**config.mk**
```make
export PLATFORM = sky130hd
export DESIGN_NAME = tsrb_cell
export DESIGN_NICKNAME = d
export VERILOG_FILES = /design/src/tsrb_pkg.sv /design/src/tsrb_cell.sv
export SDC_FILE = /design/constraint.sdc
export NUM_CORES = 1
export LEC_CHECK = 0
export BUFFER_PORTS_ARGS = -buffer_cell sky130_fd_sc_hd__buf_2
export CAP_MARGIN = 20
export CORE_AREA = 2 2 154 156
export DETAILED_ROUTE_END_ITERATION = 8
export DIE_AREA = 0 0 156 158
export HOLD_SLACK_MARGIN = 0.02
export SLEW_MARGIN = 10
export SYNTH_ARGS = -nofsm -noshare
export SYNTH_HDL_FRONTEND = slang
export SYNTH_SLANG_ARGS = --single-unit
export TNS_END_PERCENT = 30
```
**constraint.sdc**
```tcl
create_clock -name clk_i -period 7.4 [get_ports clk_i]
set_input_delay 0 -clock clk_i [delete_from_list [all_inputs] [get_ports clk_i]]
set_output_delay 0 -clock clk_i [all_outputs]
set_load 0.005 [all_outputs]
```
**src/tsrb_pkg.sv**
```systemverilog
// tsrb_pkg: shared types and constants for the timestamp reorder buffer
// transaction structs, operation and register codes, cell command type
// no dependencies
`timescale 1ns / 1ps

package tsrb_pkg;

  // default build constants
  localparam int unsigned DefCapacity    = 64;
  localparam int unsigned DefHandleWidth = 32;

  // fixed field widths
  localparam int unsigned StampW    = 64;
  localparam int unsigned PayloadW  = 32;
  localparam int unsigned OccW      = 7;
  localparam int unsigned CfgIndexW = 2;
  localparam int unsigned CfgDataW  = 64;

  // configuration register indexes
  localparam logic [CfgIndexW-1:0] REG_ORDER_DELAY    = CfgIndexW'(0);
  localparam logic [CfgIndexW-1:0] REG_CAPACITY_LIMIT = CfgIndexW'(1);

  // input operations
  typedef enum logic [1:0] {
    OP_PUSH   = 2'd0,
    OP_SET_WM = 2'd1,
    OP_FINISH = 2'd2,
    OP_POP    = 2'd3
  } op_e;

  // what every cell does with its slot, chosen by the broadcast command
  typedef enum logic [1:0] {
    CM_HOLD        = 2'd0,
    CM_SHIFT       = 2'd1,
    CM_INSERT      = 2'd2,
    CM_DROP_INSERT = 2'd3
  } cell_mode_e;

  // broadcast command to the cell row
  typedef struct packed {
    cell_mode_e          mode;
    logic [StampW-1:0]   stamp;
  } cell_cmd_t;

  // input transaction
  typedef struct packed {
    op_e                 operation;
    logic [StampW-1:0]   stamp;
    logic [PayloadW-1:0] payload;
  } tsrb_in_t;

  // output transaction
  typedef struct packed {
    logic                item_valid;
    logic [StampW-1:0]   item_stamp;
    logic [PayloadW-1:0] item_handle;
    logic                dropped;
    logic [OccW-1:0]     occupancy;
    logic [OccW-1:0]     peak_occupancy;
    logic                drained;
  } tsrb_out_t;

endpackage

```
**src/tsrb_cell.sv**
```systemverilog
// tsrb_cell: one slot of the sorted cell row, holds a stamp and a handle
// takes entries from its left or right neighbor as the broadcast command selects
// depends on tsrb_pkg
`timescale 1ns / 1ps

module tsrb_cell #(
  parameter int unsigned HANDLE_W = 32,
  parameter int unsigned CNT_W    = 7,
  parameter int unsigned IDX      = 0
) (
  input  logic                         clk_i,
  input  tsrb_pkg::cell_cmd_t          cmd_i,
  input  logic [HANDLE_W-1:0]          new_handle_i,
  input  logic [CNT_W-1:0]             count_i,
  input  logic [tsrb_pkg::StampW-1:0]  left_stamp_i,
  input  logic [HANDLE_W-1:0]          left_handle_i,
  input  logic                         left_le_i,
  input  logic [tsrb_pkg::StampW-1:0]  right_stamp_i,
  input  logic [HANDLE_W-1:0]          right_handle_i,
  input  logic                         right_le_i,
  output logic [tsrb_pkg::StampW-1:0]  stamp_o,
  output logic [HANDLE_W-1:0]          handle_o,
  output logic                         le_o
);
  import tsrb_pkg::*;

  localparam logic [CNT_W-1:0] MyIdx   = CNT_W'(IDX);
  localparam bit               IsFirst = (IDX == 0);

  logic [StampW-1:0]   stamp_q, stamp_d;
  logic [HANDLE_W-1:0] handle_q, handle_d;
  logic                occupied;

  // slot holds a live entry that sorts at or before the new stamp
  assign occupied = MyIdx < count_i;
  assign le_o     = occupied && (stamp_q <= cmd_i.stamp);
  assign stamp_o  = stamp_q;
  assign handle_o = handle_q;

  // next entry from own slot, a neighbor or the incoming item
  always_comb begin
    stamp_d  = stamp_q;
    handle_d = handle_q;
    unique case (cmd_i.mode)
      CM_HOLD: begin
      end
      CM_SHIFT: begin
        stamp_d  = right_stamp_i;
        handle_d = right_handle_i;
      end
      CM_INSERT: begin
        if (le_o) begin
        end else if (IsFirst || left_le_i) begin
          stamp_d  = cmd_i.stamp;
          handle_d = new_handle_i;
        end else begin
          stamp_d  = left_stamp_i;
          handle_d = left_handle_i;
        end
      end
      CM_DROP_INSERT: begin
        if (right_le_i) begin
          stamp_d  = right_stamp_i;
          handle_d = right_handle_i;
        end else if (IsFirst || le_o) begin
          stamp_d  = cmd_i.stamp;
          handle_d = new_handle_i;
        end
      end
      default: begin
      end
    endcase
  end

  // entry storage, no reset needed
  always_ff @(posedge clk_i) begin
    stamp_q  <= stamp_d;
    handle_q <= handle_d;
  end

endmodule

```
; After elaboration in Yosys (flattened, before gate mapping)
; Index checks and enable logic that the tools add are counted.
[word_totals]
register_bits = 96
input_bits = 300
output_inout_bits = 97
word_cells = 17
[op_classes]
magnitude_cmp = 2
eq_ne = 4
n_mux = 6
n_reduce_logical = 3
[op_table]
columns = cell, count
row1 = case mux 64 bit (3 select lines), 1
row2 = 2-to-1 mux 64 bit, 2
row3 = case mux 32 bit (3 select lines), 1
row4 = less-or-equal comparator 64 bit, 1
row5 = 2-to-1 mux 32 bit, 2
row6 = "< comparator 1 x 7 -> 1 bit, first input constant", 1
row7 = "== test 2 bit, second input constant", 2
row8 = nonzero test 3 bit, 1
row9 = "== test 2 x 1 -> 1 bit, second input constant", 1
row10 = "!= test 2 bit, second input constant", 1
row11 = AND reduction 2 bit, 1
row12 = logical AND 1 bit, 1

; Depth between registers and ports, before layout
[depth]
word_depth = 4
ltp_mapped = 9
depth_no_buf = 9

; Worst setup path after synthesis
; OpenSTA, ideal clock, no wires.
[synth_timing]
kind = flip-flop to flip-flop
startpoint = register stamp_q[62], in the netlist stamp_o[62]
endpoint = register handle_q[0], in the netlist handle_o[0] (enable)
setup_time_ns = 0.570
arrival_ns = 6.695
path_slack_ns = 0.135
stages_incl_launch_ff = 9
synth_period_minus_slack_ns = 7.265
cell_sequence = edfxtp_1 -> ha_1 -> nand4_2 -> or4_4 -> or4_4 -> nor3_2 -> a311o_2 -> nor4_1 -> o21bai_1
[synth_between]
elab_chain_cells = 4
[synth_lines]
columns = element, line
row1 = start: declaration, tsrb_cell.sv:30  ; logic [StampW-1:0] stamp_q, stamp_d;
row2 = start signal: assignment, tsrb_cell.sv:77  ; stamp_q <= stamp_d;
row3 = less-or-equal comparator 64 bit, tsrb_cell.sv:36  ; assign le_o = occupied && (stamp_q <= cmd_i.stamp);
row4 = logical AND 1 bit, tsrb_cell.sv:36
row5 = != test 2 bit (no source line), -
row6 = AND reduction 2 bit (no source line), -
row7 = end signal: assignment, tsrb_cell.sv:78  ; handle_q <= handle_d;
row8 = end: declaration, tsrb_cell.sv:31  ; logic [HANDLE_W-1:0] handle_q, handle_d;
; No other way between the ends.
; A chain may end at the register's enable or synchronous reset.

; Worst setup path after layout
[layout_timing]
startpoint = register stamp_q[62], in the netlist stamp_o[62]
endpoint = register handle_q[24], in the netlist handle_o[24] (enable)
; Same word-level chain as after synthesis.

==> impl_metrics.ini <==
[route]
drt_iter0_drc = 200
drt-vias-per-instance = 4.35
num_vias = 5365
routed_wl_um = 18900
drc_errors = 0
ant_nets = 0
drt-pass1-iter-count = 6
wire_per_inst_um = 15.3

[place]
hpwl_um = 13500
place_inst = 1024
gp_congestion = 0.739
numPortBuffers = 299

[power]
power_frac_clock_pct = 28.4
p_leak_nw = 4.51
internal-power_mw = 1.14
power_switching_mw = 0.425
cellPowerDensity_nw_per_um2 = 160
pwr-share-comb_pct = 27.1
peakVddDrop_mv = 0.116
p_sw_share_pct = 27.1
p_total_mw = 1.57
pwr-share-seq_pct = 44.5

[clock_network]
post_cts_buffers = 0
cts.sinks = 96
cts_max_level = 3
cts.reportedPaths.clkPinSlew_ns = 0.07
clock_latency_ns = 0.34
cts_tree = built
cts_buffers = 9
cts.path.max_buffers = 2
cts-root-buf = clkbuf_16

[worst_hold_path]
min_delay_path_depth = 3
min_from = new_handle_i[14]
hp-class = primary input to flip-flop
min_to = handle_o[14]$_DFFE_PP_

[die]
die_h_um = 158
num_rows = 56
ios = 397
core_region_area_um2 = 23100
die_width_um = 156
dieArea_um2 = 24600
initial_utilization_pct = 24.8

[global_route]
antenna_found_initial = 0
grt_overflow = 0
grt_max_degree = 57
grt_pass1_wl_um = 28300
grt_pass1_vias = 5735
grt_usage_pct = 14.8

[timing]
finalMaxSlewViolations = 0
max_freq_ghz = 0.280
slew_headroom_pct = 47.1
setup_violations = 0
tightest_slew_ns = 0.794
rsz0062_at_grt = false
setup_tns_ns = 0
hold_viol_final = 0
finalClockSkew_ns = 0.0154
fin_crit_sh_pct = 48.3
finalCriticalPeriod_ns = 3.58

[cells_and_area]
n_antenna_cell = 0
finalNonFillerCells = 1232
syn2layout_area_growth_pct = 71.2
layout-drive-gt1-share_pct = 34.9
nets = 1301

[run]
maxCapViolCount = 0

[logic_synthesis]
synth_edf_count = 96
ys_types = 36
syn_nets = 805
syn-instance-count = 441
ys.flop_type = edfxtp_1
yosysSeqAreaShare_pct = 50.5
ys_seq_elements = 96
netlist_area_um2 = 5710
async_reset_ff_share_pct = 0
ys_warn_count = 0
syn_area_per_cell_um2 = 13.0

[critical_path]
rrSetupSlack_ns = 3.82
cp-end-kind = flip-flop
startpoint_type = flip-flop
reg2regPathDepth = 9
path_max_fanout = 55
critical_path_class = flip-flop to flip-flop
reg2reg_from = stamp_o[62]$_DFFE_PP_
startpoint = stamp_o[62]$_DFFE_PP_
r2r-end = handle_o[24]$_DFFE_PP_
required_ns = 7.37
arrival_ns = 3.55

[outcome]
status = complete, no violations
-- synth_stat cells, types with 6 or more instances --
cell	number	area share, %
edfxtp_1	96	50
mux2_1	96	19
ha_1	64	14
inv_1	64	4.2
a21oi_1	25	2.2
nand2_1	17	1.1
nand4_1	10	1.1
clkbuf_1	7	0.46
nand3_1	7	0.61
nor2_1	7	0.46
o21ai_0	6	0.53
-- logic make-up after synthesis --
logic type / after synthesis / synth area share [%]
multiplexers: 96 / 18.9
flip-flops: 96 / 50.5
buffers and inverters: 74 / 4.86
adder cells (fa/ha/maj): 64 / 14.0
AND/OR/NAND/NOR: 60 / 6.18
AO/OA/AOI/OAI: 51 / 5.56
-- state kept, by name, indices dropped and copies added (netlist names) --
signal	cells
handle_o	32
stamp_o	64
-- cell usage in the layout (no fill, tap or decap), types with 2 or more instances in the layout --
cell and n:
or4_1 2, nor2_1 7, o21ai_1 3, and4_1 3
a21boi_2 2, a21o_1 2, inv_1 64, a221oi_1 3
mux2_1 96, ha_1 64, clkbuf_16 9, nand2_1 17
edfxtp_1 96, a211o_1 2, clkinv_2 2, or2_1 2
nor2b_1 2, clkinv_4 2, nand3_1 7, or4_4 2
buf_2 299, nand4_1 10, dlygate4sd3_1 192, nor4_1 3
buf_4 4, a21oi_1 25, o21ai_0 6
-- worst max-delay path by stage --
stage	end
2_1_floorplan	handle_o[0]$_DFFE_PP_
3_3_place_gp	handle_o[24]$_DFFE_PP_
3_5_place_dp	handle_o[6]$_DFFE_PP_
4_1_cts	stamp_o[20]$_DFFE_PP_
5_1_grt	stamp_o[47]$_DFFE_PP_
6_report	handle_o[24]$_DFFE_PP_
-- worst max-delay path, cell delays in order (launching register included) --
cell and delay (ns):
edfxtp_1 0.40, ha_1 0.36, nand4_2 0.16, or4_4 0.59, or4_4 0.56, nor3_2 0.11, a311o_2 0.14, nor4_1 0.07
o21bai_4 0.16, buf_4 0.61
-- power groups by stage --
| stage | Sequential, mW | Clock [mW] | Combinational [mW] |
|---|---|---|---|
| 6_report | 0.696 | 0.445 | 0.425 |
| 2_1_floorplan | 0.720 | 0 | 0.147 |
| 5_1_grt | 0.704 | 0.482 | 0.472 |
| 3_3_place_gp | 0.706 | 0 | 0.318 |
| 4_1_cts | 0.696 | 0.466 | 0.425 |
| 3_5_place_dp | 0.708 | 0 | 0.323 |
-- through the flow --
stage	utilization [%]	cell area, um2	hold WS [ns]	setup slack (ns)
2_1_floorplan	-	5710	0.146	0.135
3_3_place_gp	32.9	7590	0.280	3.84
3_5_place_dp	32.9	7590	0.284	3.80
4_1_cts	42.4	9780	0.450	3.79
5_1_grt	42.4	9780	0.465	3.64
6_report	42.4	9780	0.474	3.82
-- metal layers --
metal / GRT usage [%] / wire length, um / up-vias
met3: 4.08 / 1230 / 25
met2: 27.3 / 9520 / 202
met1: 16.3 / 7700 / 2506
li1: - / - / 2632
met4: 5.02 / 425 / 0
met5: 0 / 0 / -
-- what timing repair did --
action,in CTS,in global routing
hold buffers,192,0
endpoints found under the hold margin,96,0
resized for setup,0,0
-- final cells by class --
| cell class | instances | area (um2) |
|---|---|---|
| clock buffer | 9 | 225 |
| clock inverter | 7 | 47.5 |
| fill | 2171 | 13300 |
| inverter | 64 | 240 |
| multi-input combinational | 271 | 2570 |
| sequential | 96 | 2880 |
| tap | 290 | 363 |
| timing repair buffer | 495 | 3450 |
(Power assumes the default switching activity.)
